--- src/plti_pkg.sv ---
// Shared types and constants for the piecewise-linear table block.
package plti_pkg;

  localparam int unsigned MaxSamplesDef = 1024;
  localparam int unsigned MaxDimsDef    = 8;
  localparam int unsigned ResultCap     = 8;
  localparam int unsigned DataW         = 32;
  localparam int unsigned FracW         = 17;

  typedef enum logic [1:0] {
    REQ_WR_TIME  = 2'd0,
    REQ_WR_COMP  = 2'd1,
    REQ_QUERY    = 2'd2,
    REQ_RD_INDEX = 2'd3
  } req_e;

  typedef enum logic [1:0] {
    FLAG_IN_RANGE = 2'd0,
    FLAG_LOW      = 2'd1,
    FLAG_HIGH     = 2'd2
  } flag_e;

  typedef enum logic [1:0] {
    CFG_SAMPLE_COUNT = 2'd0,
    CFG_DIMS_IN_USE  = 2'd1
  } cfg_idx_e;

  // Divider handshake between the sequencer and the fraction unit.
  typedef struct packed {
    logic        start;
    logic [32:0] num;
    logic [32:0] den;
  } div_req_t;

  typedef struct packed {
    logic             done;
    logic [FracW-1:0] frac;
  } div_rsp_t;

endpackage

--- src/plti_div.sv ---
// Restoring divider giving floor(u * 65536 / d), one quotient bit per cycle.
module plti_div
  import plti_pkg::*;
(
  input  logic     clk_i,
  input  logic     rst_ni,
  input  div_req_t req_i,
  output div_rsp_t rsp_o
);

  localparam int unsigned StepW = 5;
  localparam int unsigned RemW  = 34;

  logic [RemW-1:0]  rem_q, rem_d;
  logic [32:0]      den_q, den_d;
  logic [FracW-1:0] quo_q, quo_d;
  logic [StepW-1:0] step_q, step_d;
  logic             busy_q, busy_d;
  logic             done_q, done_d;
  logic [RemW-1:0]  trial;

  always_comb begin
    rem_d  = rem_q;
    den_d  = den_q;
    quo_d  = quo_q;
    step_d = step_q;
    busy_d = busy_q;
    done_d = 1'b0;
    trial  = RemW'(0);
    if (req_i.start) begin
      // u <= d so the quotient fits in 17 bits: start with u as remainder
      rem_d  = RemW'(req_i.num);
      den_d  = req_i.den;
      quo_d  = '0;
      step_d = StepW'(FracW);
      busy_d = 1'b1;
    end else if (busy_q) begin
      trial = rem_q - RemW'(den_q);
      if (step_q == StepW'(FracW)) begin
        // first step: bit 16 is u >= d
        if (!trial[RemW-1]) begin
          quo_d = {quo_q[FracW-2:0], 1'b1};
          rem_d = trial << 1;
        end else begin
          quo_d = {quo_q[FracW-2:0], 1'b0};
          rem_d = rem_q << 1;
        end
      end else if (!trial[RemW-1]) begin
        quo_d = {quo_q[FracW-2:0], 1'b1};
        rem_d = trial << 1;
      end else begin
        quo_d = {quo_q[FracW-2:0], 1'b0};
        rem_d = rem_q << 1;
      end
      step_d = step_q - StepW'(1);
      if (step_q == StepW'(1)) begin
        busy_d = 1'b0;
        done_d = 1'b1;
      end
    end
  end

  always_ff @(posedge clk_i or negedge rst_ni) begin
    if (!rst_ni) begin
      busy_q <= 1'b0;
      done_q <= 1'b0;
      step_q <= '0;
    end else begin
      busy_q <= busy_d;
      done_q <= done_d;
      step_q <= step_d;
    end
  end

  always_ff @(posedge clk_i) begin
    rem_q <= rem_d;
    den_q <= den_d;
    quo_q <= quo_d;
  end

  assign rsp_o.done = done_q;
  assign rsp_o.frac = quo_q;

  assert property (@(posedge clk_i) disable iff (!rst_ni) done_q |-> !busy_q)
    else $error("divider done while still busy");
  assert property (@(posedge clk_i) disable iff (!rst_ni) req_i.start |=> busy_q)
    else $error("divider failed to start");
  assert property (@(posedge clk_i) disable iff (!rst_ni)
    busy_q |-> step_q != '0)
    else $error("divider step count ran out while busy");

endmodule

--- config.mk ---
export PLATFORM = sky130hd
export DESIGN_NAME = plti_div
export DESIGN_NICKNAME = d
export VERILOG_FILES = /design/src/plti_pkg.sv /design/src/plti_div.sv
export SDC_FILE = /design/constraint.sdc
export NUM_CORES = 1
export LEC_CHECK = 0
export BUFFER_PORTS_ARGS = -buffer_cell sky130_fd_sc_hd__buf_2
export CORE_MARGIN = 2
export CORE_UTILIZATION = 30
export DETAILED_ROUTE_END_ITERATION = 8
export HOLD_SLACK_MARGIN = 0.02
export PLACE_DENSITY = 0.54
export SETUP_SLACK_MARGIN = 0.2
export SYNTH_ARGS = -nofsm -noshare
export SYNTH_HDL_FRONTEND = slang
export SYNTH_SLANG_ARGS = --single-unit
--- constraint.sdc ---
create_clock -name clk_i -period 6.35 [get_ports clk_i]
set_input_delay 0.635 -clock clk_i [delete_from_list [all_inputs] [get_ports clk_i]]
set_output_delay 0.635 -clock clk_i [all_outputs]
set_load 0.03 [all_outputs]
==> results.ini <==
[timing]
finalSetupTns_ps=0
finalSetupViolCount=0
slew_viol_final=0
hold_viol=0
max_slew_margin_pct=39.1
max_freq_ghz=0.263
fin_crit_sh_pct=59.8
layout_min_cycle_time_ps=3800
rsz0062_at_grt=false
setup_slack_ps=2550
whs_ps=99.9
worstMarginPinSlew_ps=908
skew_ps=11.3

[drt]
drc=0
vias=4499
wl_per_cell_um=15.6
first_pass_iters=4
final_antenna_net_count=0
drtIter0Drc=247
wirelength_um=13800
vias_per_cell=5.08

[power]
combPwrFrac_pct=54.8
p_total_uw=3240
seqPwrFrac_pct=28.8
p_per_area_nw_per_um2=489
vdd_drop_max_uv=224
power_switching_uw=1380
p_sw_share_pct=42.5
p_clk_share_pct=16.4
power_leakage_uw=0.00305
p_int_uw=1860

[clocking]
htree_levels=3
post_cts_buffers=0
cts_max_path_buffers=2
holdBufCountCts=0
clk_latency_ps=360
cts_resized=0
cts_made_buffers=9
clock_sinks=91
cts-root-buf=clkbuf_16
cts.reportedPaths.clkPinSlew_ps=70
tritoncts=built

[placed_design]
dp_cells=869
place_worst_setup_slack_ps=2580
portBuffers=86
dpl.hpwl_um=10100
gp_congestion=0.873

[setup_path]
startpoint_type=flop
cp_common_cell=o21ai_1
slowest_delay_ps=520
crit_type=reg -> reg
crit_fanout=19
crit_path_cell_trace=ha_1 -> a2111oi_4 -> o21ai_1 -> a41o_1 -> a22oi_1 -> a31oi_4 -> xor2_4 -> buf_4 -> mux2i_1 -> o21ai_1
cp_slowest_cell=xor2_4
critPathLaunch=rem_q[20]$_DFFE_PP_
r2r-start=rem_q[20]$_DFFE_PP_
critPathArrivalTime_ps=3860
required_ps=6410
crit_path_end_kind=flop
ff2ff_setup_slack_ps=2550

[cells_and_area]
n_antenna_cell=0
final_cell_mix=buf_2 (85), edfxtp_1 (66), nand2_1 (52), nor2_1 (49), inv_1 (45)
regArea_um2=2520
fin_cells=885
final_nets=751
fill_cells=1969
area_growth_pct=15.3
multi_input_area_um2=2910
drive_above_1_share_pct=18.0
final_common_cell=buf_2

[logic_synthesis]
synth_top_flop_cell=edfxtp_1
syn_area_um2=5750
synth_top_area_cell=edfxtp_1
yosys_warnings=0
avgSynthCellArea_um2=9.97
syn-num-nets=681
synthArstFlopShare_pct=7.69
synth_seq_cells=91
synth_edf_count=66
synth_top_cells_by_area=edfxtp_1 (34%), ha_1 (7.6%), mux2i_1 (7.0%)
yosysTopAreaCellShare_pct=34.5
syn_inst=576
synthDistinctLibCells=65
seq_area_frac_synth_pct=43.8

[grt]
grt_pass1_vias=4574
grt_antenna_before_repair=0
grt.total_usage_pct=14.1
grt_max_degree=83
grt_first_pass_wirelength_um=22700
gr-total-overflow=0

[floorplan]
fp.dieArea_um2=20300
rows=50
ios=87
die_h_um=142
die_x_um=142
core_um2=18800
initial_utilization_pct=30.6

[status]
outcome=finished, final reports clean

[run]
max_cap_violations=0

[worst_hold_path]
min_path_type=in -> async

Yosys cell counts (all sizes together), types with 7 or more instances:
library cell / n
edfxtp: 66
nand2: 52
nor2: 49
inv: 45
mux2i: 40
o21ai: 37
ha: 35
a21oi: 27
a21o: 22
dfxtp: 18
xnor2: 17
buf: 15
clkbuf: 15
a31oi: 11
xor2: 10
a211oi: 9
and3: 8
nor3: 8
dfrtp: 7
nand3: 7
o211ai: 7
stage by stage:
stage	instance area, um2	utilization (%)
4_1_cts	6630	35.3
3_5_place_dp	6340	33.8
6_report	6630	35.3
2_1_floorplan	5750	-
3_3_place_gp	6340	33.8
5_1_grt	6630	35.3
kinds of logic (layout without fill, tap and decap cells):
| family | count (synthesis) | after routing | synth area share (%) |
|---|---|---|---|
| and+or+nand+nor | 162 | 162 | 13.5 |
| AOI/OAI and AO/OA | 144 | 144 | 17.4 |
| DFF | 91 | 91 | 43.8 |
| buffers and inverters | 75 | 150 | 5.79 |
| muxes | 41 | 41 | 7.16 |
| adders and majority gates | 36 | 36 | 7.97 |
| xor gates and xnor gates | 27 | 27 | 4.38 |
final timing paths:
check	to	depth (start not counted)
min	done_q$_DFF_PN0_	1
min in group clk_i	den_q[6]$_DFFE_PP_	1
max in group asynchronous	step_q[0]$_DFFE_PN0P_	1
max	rem_q[15]$_DFFE_PP_	10
max reg2reg	rem_q[15]$_DFFE_PP_	10
min reg2reg	quo_q[16]$_SDFFE_PP0P_	2
metal layers:
layer  GRT usage (%)  wire [um]
met5               0          0
met1            18.8       6560
met4            4.27        231
met3            4.07        757
met2            22.2       6230
area by class of cell:
class,count,share of cell area (%)
multi-input cells,410,43.9
flip-flops and latches,91,38.0
repair buffers,89,6.87
well taps,234,4.42
clock buffers,9,3.40
inverters,45,2.55
clock inverters,7,0.888
power by group through the flow:
stage | Combinational, uW | Clock, uW | Sequential [uW]
floorplan | 1450 | 0 | 920
global placement | 1720 | 0 | 939
detailed placement | 1760 | 0 | 942
CTS | 1770 | 549 | 934
global route | 1970 | 572 | 954
finish | 1770 | 530 | 934
critical path: cells and delay by family (launching register included):
| kind | cells | cell delay (ps) |
|---|---|---|
| compound gates | 6 | 1420 |
| mux | 1 | 250 |
| buf+inv | 1 | 420 |
| flops | 1 | 420 |
| xor+xnor | 1 | 520 |
| fa+ha+maj | 1 | 460 |
registers in the layout (all words and copies together) (netlist names):
| register | count |
|---|---|
| rem_q | 34 |
| den_q | 33 |
| quo_q | 17 |
| step_q | 5 |
| busy_q | 1 |
| done_q | 1 |
(Power assumes the default switching activity.)
